==> src/design/ddd_pkg.sv <==
// Shared types and constants for the date difference core.
package ddd_pkg;

	localparam int YEAR_W     = 14;
	localparam int MONTH_W    = 4;
	localparam int DAY_W      = 5;
	localparam int COUNT_W    = 22;
	localparam int SERIAL_W   = 23;
	localparam int IN_DATA_W  = 48;
	localparam int OUT_DATA_W = 24;

	localparam int QUEUE_DEPTH = 2;

	localparam logic [COUNT_W-1:0] COUNT_MAX = '1;

	localparam logic [MONTH_W-1:0] MONTH_JAN = 4'd1;
	localparam logic [MONTH_W-1:0] MONTH_FEB = 4'd2;
	localparam logic [MONTH_W-1:0] MONTH_DEC = 4'd12;
	localparam logic [DAY_W-1:0]   DAY_LEAP  = 5'd29;

	// year / 100 by reciprocal: q = (y * 655) >> 16, low by at most one
	localparam int RECIP_100   = 655;
	localparam int RECIP_SHIFT = 16;
	localparam int PROD_W      = 24;
	localparam int Q100_W      = 8;
	localparam int R100_W      = 7;

	typedef struct packed {
		logic [YEAR_W-1:0]  year;
		logic [MONTH_W-1:0] month;
		logic [DAY_W-1:0]   day;
		logic               ok;     // month and day in range, Feb allows 29
		logic               feb29;  // valid only if the year is leap
	} ddd_date_t;

	typedef struct packed {
		ddd_date_t start_date;
		ddd_date_t end_date;
		logic      include_end;
	} ddd_item_t;

endpackage

==> src/design/ddd_front.sv <==
// Front end: takes input requests, unpacks and range-checks both dates.
module ddd_front (
	input  logic                           s_tvalid,
	output logic                           s_tready,
	input  logic [ddd_pkg::IN_DATA_W-1:0]  s_tdata,
	input  logic                           q_full,
	output logic                           q_push,
	output ddd_pkg::ddd_item_t             q_item
);
	import ddd_pkg::*;

	function automatic logic [DAY_W-1:0] month_len_max(input logic [MONTH_W-1:0] m);
		logic [DAY_W-1:0] len;
		case (m)
			4'd2:                      len = 5'd29;
			4'd4, 4'd6, 4'd9, 4'd11:   len = 5'd30;
			4'd1, 4'd3, 4'd5, 4'd7,
			4'd8, 4'd10, 4'd12:        len = 5'd31;
			default:                   len = 5'd0;
		endcase
		return len;
	endfunction

	function automatic ddd_date_t classify(input logic [YEAR_W-1:0] y,
			input logic [MONTH_W-1:0] m, input logic [DAY_W-1:0] d);
		ddd_date_t r;
		r.year  = y;
		r.month = m;
		r.day   = d;
		r.ok    = (m >= MONTH_JAN) && (m <= MONTH_DEC) && (d != '0) &&
			(d <= month_len_max(m));
		r.feb29 = (m == MONTH_FEB) && (d == DAY_LEAP);
		return r;
	endfunction

	assign s_tready = !q_full;
	assign q_push   = s_tvalid && !q_full;

	always_comb begin
		q_item.start_date  = classify(s_tdata[13:0], s_tdata[17:14], s_tdata[22:18]);
		q_item.end_date    = classify(s_tdata[36:23], s_tdata[40:37], s_tdata[45:41]);
		q_item.include_end = s_tdata[46];
	end

endmodule

==> src/design/ddd_queue.sv <==
// Small FIFO of classified requests between front and back end.
module ddd_queue #(
	parameter int DEPTH = ddd_pkg::QUEUE_DEPTH
) (
	input  logic               clk,
	input  logic               arst_n,
	input  logic               push,
	input  ddd_pkg::ddd_item_t push_item,
	output logic               full,
	input  logic               pop,
	output logic               empty,
	output ddd_pkg::ddd_item_t head
);
	import ddd_pkg::*;

	localparam int PTR_W = (DEPTH > 1) ? $clog2(DEPTH) : 1;
	localparam int CNT_W = $clog2(DEPTH + 1);

	ddd_item_t          mem_q [DEPTH];
	logic [PTR_W-1:0]   wr_ptr_q;
	logic [PTR_W-1:0]   rd_ptr_q;
	logic [CNT_W-1:0]   count_q;

	assign full  = (count_q == CNT_W'(DEPTH));
	assign empty = (count_q == '0);
	assign head  = mem_q[rd_ptr_q];

	always_ff @(posedge clk) begin
		if (push) begin
			mem_q[wr_ptr_q] <= push_item;
		end
	end

	always_ff @(posedge clk or negedge arst_n) begin
		if (!arst_n) begin
			wr_ptr_q <= '0;
			rd_ptr_q <= '0;
			count_q  <= '0;
		end else begin
			if (push) begin
				wr_ptr_q <= (wr_ptr_q == PTR_W'(DEPTH - 1)) ? '0 : wr_ptr_q + 1'b1;
			end
			if (pop) begin
				rd_ptr_q <= (rd_ptr_q == PTR_W'(DEPTH - 1)) ? '0 : rd_ptr_q + 1'b1;
			end
			case ({push, pop})
				2'b10:   count_q <= count_q + 1'b1;
				2'b01:   count_q <= count_q - 1'b1;
				default: count_q <= count_q;
			endcase
		end
	end

endmodule

==> src/design/ddd_back.sv <==
// Back end: serial day numbers of both dates, difference, saturation, result register.
module ddd_back (
	input  logic                        clk,
	input  logic                        arst_n,
	input  logic                        q_empty,
	input  ddd_pkg::ddd_item_t          q_head,
	output logic                        q_pop,
	output logic                        out_valid,
	input  logic                        out_ready,
	output logic [ddd_pkg::COUNT_W-1:0] out_count,
	output logic                        out_invalid
);
	import ddd_pkg::*;

	typedef enum logic [2:0] {B_IDLE, B_MUL, B_DIV, B_SER, B_DIFF} state_t;

	function automatic logic [8:0] month_before(input logic [MONTH_W-1:0] m);
		logic [8:0] n;
		case (m)
			4'd1:    n = 9'd0;
			4'd2:    n = 9'd31;
			4'd3:    n = 9'd59;
			4'd4:    n = 9'd90;
			4'd5:    n = 9'd120;
			4'd6:    n = 9'd151;
			4'd7:    n = 9'd181;
			4'd8:    n = 9'd212;
			4'd9:    n = 9'd243;
			4'd10:   n = 9'd273;
			4'd11:   n = 9'd304;
			4'd12:   n = 9'd334;
			default: n = 9'd0;
		endcase
		return n;
	endfunction

	state_t               state_q;
	logic                 sel_end_q;
	logic                 out_valid_q;
	logic [COUNT_W-1:0]   out_count_q;
	logic                 out_invalid_q;

	ddd_item_t            item_q;
	logic [YEAR_W-1:0]    y_q;
	logic [PROD_W-1:0]    prod_q;
	logic [Q100_W-1:0]    q100_q;
	logic [R100_W-1:0]    r100_q;
	logic [SERIAL_W-1:0]  ser_a_q;
	logic [SERIAL_W-1:0]  ser_b_q;
	logic                 leap_bad_q;

	ddd_date_t            cur;
	logic [PROD_W-1:0]    prod_next;
	logic [Q100_W-1:0]    q0;
	logic [YEAR_W-1:0]    qm;
	logic [YEAR_W-1:0]    r0;
	logic [Q100_W-1:0]    q_fix;
	logic [R100_W-1:0]    r_fix;
	logic                 leap;
	logic [Q100_W-1:0]    c100;
	logic [Q100_W:0]      c100p3;
	logic [YEAR_W:0]      yp3;
	logic [SERIAL_W-1:0]  serial;
	logic                 leap_bad;
	logic [SERIAL_W-1:0]  diff;
	logic [SERIAL_W:0]    total;
	logic [COUNT_W-1:0]   count_next;
	logic                 invalid_next;
	logic                 out_free;

	assign q_pop       = (state_q == B_IDLE) && !q_empty;
	assign out_valid   = out_valid_q;
	assign out_count   = out_count_q;
	assign out_invalid = out_invalid_q;
	assign out_free    = !out_valid_q || out_ready;

	always_comb begin
		cur       = sel_end_q ? item_q.end_date : item_q.start_date;
		prod_next = PROD_W'(cur.year) * PROD_W'(RECIP_100);

		// reciprocal quotient is low by at most one; fix with one compare
		q0 = prod_q[PROD_W-1:RECIP_SHIFT];
		qm = YEAR_W'(q0) * YEAR_W'(100);
		r0 = y_q - qm;
		if (r0 >= YEAR_W'(100)) begin
			q_fix = q0 + 1'b1;
			r_fix = R100_W'(r0 - YEAR_W'(100));
		end else begin
			q_fix = q0;
			r_fix = R100_W'(r0);
		end

		// days before Jan 1 of y: 365y + ceil(y/4) - ceil(y/100) + ceil(y/400)
		leap   = (y_q[1:0] == 2'b00) && ((r100_q != '0) || (q100_q[1:0] == 2'b00));
		c100   = q100_q + Q100_W'(r100_q != '0);
		c100p3 = {1'b0, c100} + (Q100_W + 1)'(3);
		yp3    = {1'b0, y_q} + (YEAR_W + 1)'(3);
		serial = SERIAL_W'(y_q) * SERIAL_W'(365)
			+ SERIAL_W'(yp3[YEAR_W:2])
			- SERIAL_W'(c100)
			+ SERIAL_W'(c100p3[Q100_W:2])
			+ SERIAL_W'(month_before(cur.month))
			+ SERIAL_W'(leap && (cur.month > MONTH_FEB))
			+ SERIAL_W'(cur.day)
			- SERIAL_W'(1);
		leap_bad = cur.feb29 && !leap;

		diff  = (ser_a_q < ser_b_q) ? (ser_b_q - ser_a_q) : '0;
		total = {1'b0, diff} + (SERIAL_W + 1)'(item_q.include_end);
		invalid_next = !item_q.start_date.ok || !item_q.end_date.ok || leap_bad_q;
		if (invalid_next) begin
			count_next = '0;
		end else if (total > (SERIAL_W + 1)'(COUNT_MAX)) begin
			count_next = COUNT_MAX;
		end else begin
			count_next = total[COUNT_W-1:0];
		end
	end

	always_ff @(posedge clk or negedge arst_n) begin
		if (!arst_n) begin
			state_q       <= B_IDLE;
			sel_end_q     <= 1'b0;
			out_valid_q   <= 1'b0;
			out_count_q   <= '0;
			out_invalid_q <= 1'b0;
		end else begin
			// the result step reloads the register itself when it is freed
			if (out_valid_q && out_ready && (state_q != B_DIFF)) begin
				out_valid_q <= 1'b0;
			end
			case (state_q)
				B_IDLE: begin
					if (!q_empty) begin
						sel_end_q <= 1'b0;
						state_q   <= B_MUL;
					end
				end
				B_MUL: begin
					state_q <= B_DIV;
				end
				B_DIV: begin
					state_q <= B_SER;
				end
				B_SER: begin
					if (sel_end_q) begin
						state_q <= B_DIFF;
					end else begin
						sel_end_q <= 1'b1;
						state_q   <= B_MUL;
					end
				end
				B_DIFF: begin
					if (out_free) begin
						out_valid_q   <= 1'b1;
						out_count_q   <= count_next;
						out_invalid_q <= invalid_next;
						state_q       <= B_IDLE;
					end
				end
				default: begin
					state_q <= B_IDLE;
				end
			endcase
		end
	end

	always_ff @(posedge clk) begin
		if (q_pop) begin
			item_q <= q_head;
		end
		if (state_q == B_MUL) begin
			y_q    <= cur.year;
			prod_q <= prod_next;
		end
		if (state_q == B_DIV) begin
			q100_q <= q_fix;
			r100_q <= r_fix;
		end
		if (state_q == B_SER) begin
			if (sel_end_q) begin
				ser_b_q    <= serial;
				leap_bad_q <= leap_bad_q || leap_bad;
			end else begin
				ser_a_q    <= serial;
				leap_bad_q <= leap_bad;
			end
		end
	end

endmodule

==> src/design/date_difference_days_core.sv <==
// Top level of the Gregorian date difference core.
//
//   channel | direction | tdata (low bit up)                        | tuser
//   s_*     | in        | start_year, start_month, start_day,       | -
//           |           | end_year, end_month, end_day, include_end |
//   m_*     | out       | day_count                                 | date_invalid
//
// In the back end each request takes a load step, two passes through the shared
// divide-by-100 and serial-day unit (multiply, divide and serial steps), and a result step.
// The front end and the request queue keep accepting while the back end works.
// A result waits in the output register; while m_tready stalls, the next request
// waits in the result step, and s_tready drops once the queue is full.
// Reset clears queue and state at once.
module date_difference_days_core #(
	parameter int QUEUE_DEPTH = ddd_pkg::QUEUE_DEPTH
) (
	input  logic                            clk,
	input  logic                            arst_n,
	input  logic                            s_tvalid,
	output logic                            s_tready,
	// start_year[13:0], start_month[17:14], start_day[22:18], end_year[36:23],
	// end_month[40:37], end_day[45:41], include_end[46], zero[47]
	input  logic [ddd_pkg::IN_DATA_W-1:0]   s_tdata,
	output logic                            m_tvalid,
	input  logic                            m_tready,
	// day_count[21:0], zero[23:22]
	output logic [ddd_pkg::OUT_DATA_W-1:0]  m_tdata,
	// date_invalid[0]
	output logic                            m_tuser
);
	import ddd_pkg::*;

	logic               q_full;
	logic               q_empty;
	logic               q_push;
	logic               q_pop;
	ddd_item_t          q_item;
	ddd_item_t          q_head;
	logic [COUNT_W-1:0] day_count;

	ddd_front u_front (
		.s_tvalid (s_tvalid),
		.s_tready (s_tready),
		.s_tdata  (s_tdata),
		.q_full   (q_full),
		.q_push   (q_push),
		.q_item   (q_item)
	);

	ddd_queue #(
		.DEPTH (QUEUE_DEPTH)
	) u_queue (
		.clk       (clk),
		.arst_n    (arst_n),
		.push      (q_push),
		.push_item (q_item),
		.full      (q_full),
		.pop       (q_pop),
		.empty     (q_empty),
		.head      (q_head)
	);

	ddd_back u_back (
		.clk         (clk),
		.arst_n      (arst_n),
		.q_empty     (q_empty),
		.q_head      (q_head),
		.q_pop       (q_pop),
		.out_valid   (m_tvalid),
		.out_ready   (m_tready),
		.out_count   (day_count),
		.out_invalid (m_tuser)
	);

	assign m_tdata = {(OUT_DATA_W - COUNT_W)'(0), day_count};

endmodule

==> config.mk <==
export PLATFORM = sky130hd
export DESIGN_NAME = date_difference_days_core
export DESIGN_NICKNAME = d
export VERILOG_FILES = /design/src/design/ddd_pkg.sv /design/src/design/ddd_front.sv /design/src/design/ddd_queue.sv /design/src/design/ddd_back.sv /design/src/design/date_difference_days_core.sv
export SDC_FILE = /design/constraint.sdc
export NUM_CORES = 1
export LEC_CHECK = 0
export ABC_AREA = 1
export BUFFER_PORTS_ARGS = -buffer_cell sky130_fd_sc_hd__buf_2
export CAP_MARGIN = 20
export CORE_AREA = 2 2 260 288
export CTS_CLUSTER_SIZE = 16
export DETAILED_ROUTE_END_ITERATION = 6
export DIE_AREA = 0 0 262 290
export HOLD_SLACK_MARGIN = 0.02
export PLACE_DENSITY_LB_ADDON = 0.08
export RECOVER_POWER = 100
export SYNTH_ARGS = -nofsm -noshare
export SYNTH_HDL_FRONTEND = slang
export SYNTH_SLANG_ARGS = --single-unit
==> constraint.sdc <==
create_clock -name clk -period 9.1 [get_ports clk]
set_input_delay 0.91 -clock clk [delete_from_list [all_inputs] [get_ports clk]]
set_output_delay 0.91 -clock clk [all_outputs]
set_load 0.005 [all_outputs]
## After elaboration in Yosys (flattened, before gate mapping)

Memory sizes are Yosys's and may differ from the RTL's. A register that Yosys moved wholly into a read port is not among the register bits.
Index checks and enable logic that the tools add are counted.

- Bitwise operators: 1
- Multipliers: 3
- $add $sub $neg: 19
- Multiplexer cells: 21
- Equal/unequal tests: 14
- Reductions and logical operators: 40
- Magnitude comparators: 10

Operators by type and width:

| kind | count |
|---|---|
| $mux W22 | 2 |
| $mux W25 | 1 |
| $add A23 B1 Y24 | 1 |
| $gt A24 B22 Y1 const B | 1 |
| $mul A14 B10 Y24 const B | 1 |
| $add A23 B1 Y23 | 1 |
| $add A23 B13 Y23 | 1 |
| $add A23 B5 Y23 | 1 |
| $add A23 B7 Y23 | 1 |
| $add A23 B9 Y23 | 1 |
| $lt A23 B23 Y1 | 1 |
| $mul A14 B9 Y23 const B | 1 |
| $mux W23 | 1 |
| $sub A23 B1 Y23 const B | 1 |
| $sub A23 B23 Y23 | 1 |
| $sub A23 B8 Y23 | 1 |
| $add A14 B2 Y15 const B | 1 |
| $logic_and A1 B1 Y1 | 15 |
| $pmux W3 S5 | 1 |
| $ge A14 B7 Y1 const B | 1 |
| $sub A14 B14 Y14 | 1 |
| $mul A8 B5 Y12 const B | 1 |
| $eq A5 B5 Y1 const B | 2 |
| $le A5 B5 Y1 | 2 |
| other kinds (34) | 67 |

- ROM bits: 304
- Register bits after elaboration: 132
- Memories: 4
- Memory bits (writable): 102

Memories:

| memory | words | bits a word | rd ports | clocked after memory_dff | wr ports | RTL line | source |
|---|---|---|---|---|---|---|---|
| (name not given) | 16 | 9 | 1 | 0 | 0 | ddd_back.sv:19 | `case (m)` |
| u_queue.mem_q | 2 | 51 | 1 | 1 | 1 | ddd_queue.sv:19 | `ddd_item_t mem_q [DEPTH];` |
| (name not given) | 16 | 5 | 1 | 0 | 0 | ddd_front.sv:14 | `case (m)` |
| (name not given) | 16 | 5 | 1 | 0 | 0 | ddd_front.sv:14 |  |

## Longest topological paths before layout

Gate-level depths: netlist (run 1).

- Depth in word-level cells: 8
- Gate-level depth with buffers: 37
- Depth with buffers taken out: 36

## Cells and area by module

A second synthesis (run 1) with hierarchy kept.

- Cell total of the unflattened synthesis: 2,337
- Area total of the unflattened synthesis: 22,301.4 um^2

By module, submodules not included:

| module | seq. area each (um^2) | area an instance (um^2) | instances | cells an instance |
|---|---|---|---|---|
| ddd_back | 4,754.6 | 17,459.2 | 1 | 1,914 |
| ddd_queue | 3,163.0 | 4,006.3 | 1 | 290 |
| ddd_front | 0.0 | 817.0 | 1 | 130 |
| date_difference_days_core | 0.0 | 18.8 | 1 | 3 |

## Worst setup path before layout (run 1)

OpenSTA, ideal clock, no wires.

- Kind: register to register
- From: register u_back.sel_end_q
- To: register u_back.ser_a_q[19] (data pin)
- Path buffers: 1
- Arrival: 6,454 ps
- Required time: 8,844 ps
- Stages on the path, launching flop included: 31
- Period minus slack after synthesis: 6,711 ps
- Setup slack: 2,389 ps
- Path through: dfrtp_1 clkbuf_1 inv_1 or2_2 o21ai_0 inv_1 ha_1 nand2_1 o21ai_0 o21ai_0 fa_1 fa_1 inv_1 ha_1 ha_1 inv_1 fa_1 inv_1 fa_1 inv_1 fa_1 o21ai_1 a21oi_1 o21ai_1 a21boi_0 o21ai_1 a21boi_0 o21ai_1 nand2_1 nand3_1 nand2_1

- Longest elaborated chain between the ends: 6
- Elaborated cells on any way between the ends: 8
- Classes of those cells: add/sub (4); order compare (1); mux (1); reduce/logical (1); memory (1)

Ends and longest elaborated chain:

| element | RTL line | source |
|---|---|---|
| start: declaration | ddd_back.sv:38 | `logic sel_end_q;` |
| start signal: assignment | ddd_back.sv:123 | `sel_end_q <= 1'b0;` |
| start signal: assignment | ddd_back.sv:135 | `sel_end_q <= 1'b0;` |
| start signal: assignment | ddd_back.sv:149 | `sel_end_q <= 1'b1;` |
| $mux W25 * | ddd_back.sv:78 | `cur = sel_end_q ? item_q.end_date : item_q.start_date;` |
| $mem_v2 Z16 W9 / $gt A4 B2 Y1 (equally long branches) | n/a |  |
| $add A23 B9 Y23 / $logic_and A1 B1 Y1 (equally long branches) | ddd_back.sv:102, ddd_back.sv:103 |  |
| $add A23 B1 Y23 | ddd_back.sv:103 | `+ SERIAL_W'(leap && (cur.month > MONTH_FEB))` |
| $add A23 B5 Y23 * | ddd_back.sv:104 | `+ SERIAL_W'(cur.day)` |
| $sub A23 B1 Y23 * | ddd_back.sv:105 | `- SERIAL_W'(1);` |
| named net u_back.serial[19] | ddd_back.sv:63 | `logic [SERIAL_W-1:0] serial;` |
| end signal: assignment | ddd_back.sv:185 | `ser_a_q <= serial;` |
| end: declaration | ddd_back.sv:48 | `logic [SERIAL_W-1:0] ser_a_q;` |

Mark *: on every way through the listed nets, which the timed path passes. The rest lies on a longest branch.
A chain may end at the register's enable or synchronous reset.

## Worst setup path after layout (run 1)

Same ends and word-level chain as after synthesis.

==> impl_metrics.json, run 1 <==
{
  "tightest_slew_ps": 3360,
  "crit_path_frequent_cell": "inv_1",
  "antenna_left": 0,
  "ys_types": 52,
  "drive_above_1_share_pct": 6.33,
  "rows": 104,
  "gr-total-overflow": 0,
  "hold_buffers": 0,
  "arrival_ps": 8140,
  "hold_viol_final": 0,
  "dr.first_iter.drc_count": 518,
  "final_nets": 2868,
  "dp_slack_ps": 1400,
  "finClkSkew_ps": 27.5,
  "avgSynthCellArea_um2": 9.44,
  "synthFlopType": "edfxtp_1",
  "routed_wl_mm": 49.9,
  "cts-resized-gates": 0,
  "clk_latency_ps": 590,
  "cpPeakStageDelay_ps": 560,
  "place.gp.congestion": 0.801,
  "hp-class": "reg2reg",
  "vias_per_cell": 4.37,
  "grt_antenna_before_repair": 2,
  "synth_compound_area_share_pct": 4.33,
  "synth.area.mux_share_pct": 0.0921,
  "io_buffers": 75,
  "synth_seq_cells": 269,
  "rrSetupSlack_ps": 1270,
  "rsz0062_at_grt": "no",
  "path_clk_slew_ps": 60,
  "synth_edf_count": 237,
  "area_delta_synth_final_pct": 10.4,
  "drt_drc_violations_left": 0,
  "synth_top_area_share_pct": 32.7,
  "grt_max_degree": 53,
  "cts_inserted_buffers": 31,
  "setup_tns_ps": 0,
  "dieArea_mm2": 0.0760,
  "netlist_area_mm2": 0.0217,
  "synthCells": 2303,
  "die_w_um": 262,
  "maxCapViolCount": 7,
  "slew-limit-headroom_pct": -124,
  "setup_viol": 0,
  "critical_path_required_ps": 9410,
  "synth_simple_gate_area_share_pct": 17.7,
  "start_util_pct": 29.8,
  "clockBufferDepth": 3,
  "min_period_ps": 7830,
  "diodes": 0,
  "synthAdderAreaFrac_pct": 29.0,
  "setup_ws_ps": 1270,
  "vias": 14746,
  "ys_async_sr_fraction_pct": 11.9,
  "cts.sinks": 269,
  "grtUsageTotal_pct": 13.5,
  "violations": "capacitance limit, slew limit",
  "crit_path_top_delay_cell": "fa_1",
  "chipHeight_um": 290,
  "utilization_pct": 32.9,
  "root_buffer": "clkbuf_16",
  "grt_pass1_vias": 15585,
  "pin_count": 79,
  "first_pass_iters": 5,
  "ys_seq_area_share_pct": 36.4,
  "synth_area_leaders": "edfxtp_1 33%, ha_1 16%, fa_1 13%",
  "end_kind": "flip-flop",
  "post_cts_buffers": 0,
  "start_kind": "flip-flop",
  "synthXorXnorAreaFrac_pct": 4.03,
  "period_share_pct": 86.0,
  "ys_warn_count": 0,
  "crit_type": "reg2reg",
  "slew_violations": 288,
  "cts_tree": "done",
  "clock.fmax_mhz": 128,
  "cts-htree-levels": 1,
  "status": "finished, violations left",
  "crit_fanout": 8,
  "yosysTopAreaCell": "edfxtp_1",
  "core_area_mm2": 0.0729,
  "grt_pass1_wl_mm": 82.4,
  "synth_top_family_by_area": "adder cells",
  "wl_per_cell_um": 14.8,
  "place_hpwl_mm": 40.3
}
-- critical path, delay by kind of cell, from the launching register on --
family	cells	cell delay (ps)
fa+ha+maj	8	3440
simple gates	5	630
flops	1	550
buf+inv	6	600
compound gates	10	2340
-- logic make-up after synthesis --
| logic type | count (synthesis) |
|---|---|
| DFF | 269 |
| adders and majority gates | 422 |
| buffers and inverters | 465 |
| other | 1 |
| and+or+nand+nor | 876 |
| AOI/OAI and AO/OA | 168 |
| muxes | 2 |
| xor gates and xnor gates | 100 |
-- sequential cells by signal (all words and copies together) (netlist names), 8 cells and up --
| register | count |
|---|---|
| u_back.q100_q | 8 |
| u_back.prod_q | 9 |
| u_back.item_q | 51 |
| u_back.ser_a_q | 23 |
| u_back.y_q | 13 |
| u_back.out_count | 22 |
| u_back.ser_b_q | 23 |
| u_queue.mem_q | 102 |
-- metrics by stage --
stage                     instances  hold slack (ps)  instance area [um2]
after floorplan                2304              472                21700
after detailed placement       3315              466                23300
after global placement         3315              465                23300
final                          3371              477                24000
after global routing           3371              475                24000
after CTS                      3371              405                24200
-- Yosys cell counts, types with 9 or more instances --
cell type and count:
edfxtp_1 237, nor2_1 102, or2_2 16, xnor2_1 29
nor2_2 10, a21oi_1 75, xor2_1 71, fa_1 137
nand4_1 28, nand3_1 65, ha_1 285, inv_2 9
nand2_2 28, inv_1 426, dfrtp_1 32, o21ai_0 49
nand2_1 570, nor3_1 16, clkbuf_1 20
-- metal layers --
| metal | GRT usage (%) | vias to the layer above | wire length [um] |
|---|---|---|---|
| met5 | 0 | - | 28 |
| met2 | 25.0 | 148 | 25800 |
| met4 | 2.73 | 4 | 1130 |
| met1 | 16.6 | 6963 | 21700 |
| met3 | 1.64 | 63 | 1270 |
| li1 | - | 7568 | - |
-- layout by cell type (no fill, tap or decap), types with 10 or more instances in the layout --
cell / Yosys / layout
clkbuf_16: 0 / 31
nor3_1: 16 / 16
a21oi_1: 75 / 75
or2_2: 16 / 16
xnor2_1: 29 / 29
o21ai_0: 49 / 51
inv_1: 426 / 425
nor2_1: 102 / 100
clkbuf_1: 20 / 63
fa_1: 137 / 137
nor2_2: 10 / 11
nand3_1: 65 / 66
dfrtp_1: 32 / 32
xor2_1: 71 / 71
nand2_1: 570 / 574
ha_1: 285 / 285
nand4_1: 28 / 28
edfxtp_1: 237 / 237
buf_2: 2 / 28
nand2_2: 28 / 27
clkinv_1: 1 / 10
-- layout make-up --
type	count	area, um2
flip-flops and latches	269	7920
inverters	436	1640
clock buffers	37	798
clock inverters	19	114
fillers	7659	48900
repair buffers	86	362
well taps	954	1190
multi-input cells	1570	12000
-- path summary, 6_finish.rpt --
path,startpoint,end,cells past startpoint
max reg2reg,u_back.sel_end_q,u_back.ser_a_q[19],29
min reg2reg,u_back.out_count[21],u_back.out_count[21],2
max,u_back.sel_end_q,u_back.ser_a_q[19],29
min in group asynchronous,arst_n,u_back.out_count[14],1
min,u_back.out_count[21],u_back.out_count[21],2
max in group asynchronous,arst_n,u_back.state_q[1],1
Power of run 1 is not shown: default switching activity piles up to over one toggle a cycle in this logic, so the estimate is an artifact.
==> run 2, diff against run 1 <==
--- a/config.mk
+++ b/config.mk
@@ -5,16 +5,17 @@
 export SDC_FILE = /design/constraint.sdc
 export NUM_CORES = 1
 export LEC_CHECK = 0
-export ABC_AREA = 1
+export ABC_AREA = 0
 export BUFFER_PORTS_ARGS = -buffer_cell sky130_fd_sc_hd__buf_2
 export CAP_MARGIN = 20
-export CORE_AREA = 2 2 260 288
+export CORE_AREA = 2 2 253 280
 export CTS_CLUSTER_SIZE = 16
 export DETAILED_ROUTE_END_ITERATION = 6
-export DIE_AREA = 0 0 262 290
+export DIE_AREA = 0 0 255 282
 export HOLD_SLACK_MARGIN = 0.02
 export PLACE_DENSITY_LB_ADDON = 0.08
 export RECOVER_POWER = 100
+export SLEW_MARGIN = 5
 export SYNTH_ARGS = -nofsm -noshare
 export SYNTH_HDL_FRONTEND = slang
 export SYNTH_SLANG_ARGS = --single-unit
==> impl_metrics.json, run 2 <==
{
  "status": "finished, violations left",
  "violations": "capacitance limit, slew limit",
  "wl_per_cell_um": 16.0,
  "synth.area.mux_share_pct": 4.31,
  "critPathTopFamily": "adder cells",
  "cts_tree": "done",
  "synth_commonest_cells": "285 x ha_1, 271 x inv_1, 237 x edfxtp_1",
  "vias_per_cell": 4.47,
  "cts_inserted_buffers": 31,
  "final_common_cell": "ha_1",
  "arrival_ps": 7840,
  "cts-htree-levels": 1,
  "synth_edf_count": 237,
  "rrSetupSlack_ps": 1590,
  "core_area_mm2": 0.0689,
  "hold_viol_final": 0,
  "clock.fmax_mhz": 133,
  "place_hpwl_mm": 35.1,
  "grt_pass1_wl_mm": 71.8,
  "reg_top3": "u_queue.mem_q: 102 flops, u_back.item_q: 51 flops",
  "synth_top_family_by_area": "adder cells",
  "rsz0062_at_grt": "no",
  "final_nets": 2292,
  "min_to": "u_queue.mem_q[1][50]",
  "cpPeakStageDelay_ps": 540,
  "finalNonFillerCells": 2770,
  "rows": 101,
  "r2r-end": "u_back.ser_a_q[19]",
  "dieArea_mm2": 0.0719,
  "ys_warn_count": 0,
  "area_delta_synth_final_pct": 11.5,
  "largest_register_ffs": 102,
  "yosysTopAreaCell": "edfxtp_1",
  "chipHeight_um": 282,
  "synthAdderAreaFrac_pct": 30.7,
  "maxCapViolCount": 6,
  "final_cell_mix": "285 x ha_1, 271 x inv_1, 237 x edfxtp_1, 137 x fa_1, 76 x xnor2_1",
  "synth_seq_cells": 269,
  "root_buffer": "clkbuf_16",
  "grt_max_degree": 53,
  "path_depth": 29,
  "hp-class": "in2reg",
  "utilization_pct": 33.2,
  "place.gp.congestion": 0.792,
  "hold_buffers": 0,
  "crit_type": "reg2reg",
  "gr-total-overflow": 0,
  "ys_seq_area_share_pct": 38.6,
  "slew_violations": 258,
  "io_buffers": 75,
  "start_kind": "flip-flop",
  "critical_path_required_ps": 9430,
  "worst-path-buf-inv": 6,
  "dr.first_iter.drc_count": 480,
  "min_period_ps": 7510,
  "cts-resized-gates": 0,
  "synth_simple_gate_area_share_pct": 8.06,
  "finClkSkew_ps": 18.0,
  "post_cts_buffers": 0,
  "hold_depth": 1,
  "vias": 12393,
  "max_flop_register": "u_queue.mem_q",
  "tightest_slew_ps": 3360,
  "pin_count": 79,
  "synth_compound_area_share_pct": 7.62,
  "netlist_area_mm2": 0.0205,
  "diodes": 0,
  "rr_startpoint": "u_back.sel_end_q",
  "path_clk_slew_ps": 60,
  "period_share_pct": 82.5,
  "die_w_um": 255,
  "grtUsageTotal_pct": 12.7,
  "start_util_pct": 29.8,
  "crit_fanout": 26,
  "routed_wl_mm": 44.4,
  "setup_viol": 0,
  "synth_area_leaders": "edfxtp_1 35%, ha_1 17%, fa_1 13%",
  "r2r_cells": 29,
  "crit_path_top_delay_cell": "fa_1",
  "synthFlopType": "edfxtp_1",
  "setup_tns_ps": 0,
  "synthXorXnorAreaFrac_pct": 4.99,
  "first_pass_iters": 4,
  "antenna_left": 0,
  "synth_top_area_share_pct": 34.7,
  "cts.sinks": 269,
  "synth.most_common_cell": "ha_1",
  "drive_above_1_share_pct": 9.50,
  "hold_start": "s_tdata[13]",
  "ys_async_sr_fraction_pct": 11.9,
  "grt_pass1_vias": 13369,
  "avgSynthCellArea_um2": 11.9,
  "clockBufferDepth": 3,
  "synthCells": 1727,
  "drt_drc_violations_left": 0,
  "slew-limit-headroom_pct": -124,
  "grt_antenna_before_repair": 0,
  "clk_latency_ps": 590,
  "ys_types": 81,
  "end_kind": "flip-flop",
  "dpl.cell_count": 2711
}
==> run 2: layout make-up <==
type / count / area, um2
fill: 6956 / 46000
clock buffer: 36 / 795
multi-input combinational: 1159 / 11400
timing repair buffer: 86 / 372
inverter: 271 / 1020
sequential: 269 / 7920
tap: 927 / 1160
clock inverter: 22 / 195
==> run 2: cells by family after synthesis <==
kind of cell,count (synthesis)
other,1
adders and majority gates,422
buffers and inverters,300
muxes,81
and+or+nand+nor,307
DFF,269
AOI/OAI and AO/OA,230
xor gates and xnor gates,117
==> run 2: per-stage QoR <==
stage	hold WS [ps]	area, um2	setup WS, ps
after global placement	498	22000	1530
final	499	22900	1590
after detailed placement	501	22000	1490
after CTS	384	23000	1470
after floorplan	461	20500	2250
after global routing	470	22900	941
==> run 2: routing by layer <==
layer	wire length (um)	share of wire, %	track usage (%)
met5	0	0	0
met4	906	2.0	2.82
met3	878	2.0	1.52
met2	23700	53	24.4
met1	18900	43	14.8
==> run 2: how the worst max path moves through the flow <==
| stage | from | endpoint | slack (ps) |
|---|---|---|---|
| 2_1_floorplan | u_back.sel_end_q | u_back.ser_a_q[21] | 2250 |
| 3_3_place_gp | u_back.sel_end_q | u_back.ser_a_q[19] | 1530 |
| 3_5_place_dp | u_back.sel_end_q | u_back.ser_a_q[19] | 1490 |
| 4_1_cts | u_back.sel_end_q | u_back.ser_a_q[19] | 1470 |
| 5_1_grt | u_back.sel_end_q | u_back.ser_b_q[19] | 940 |
| 6_report | u_back.sel_end_q | u_back.ser_a_q[19] | 1590 |
Power of run 2 is left out for the same reason.
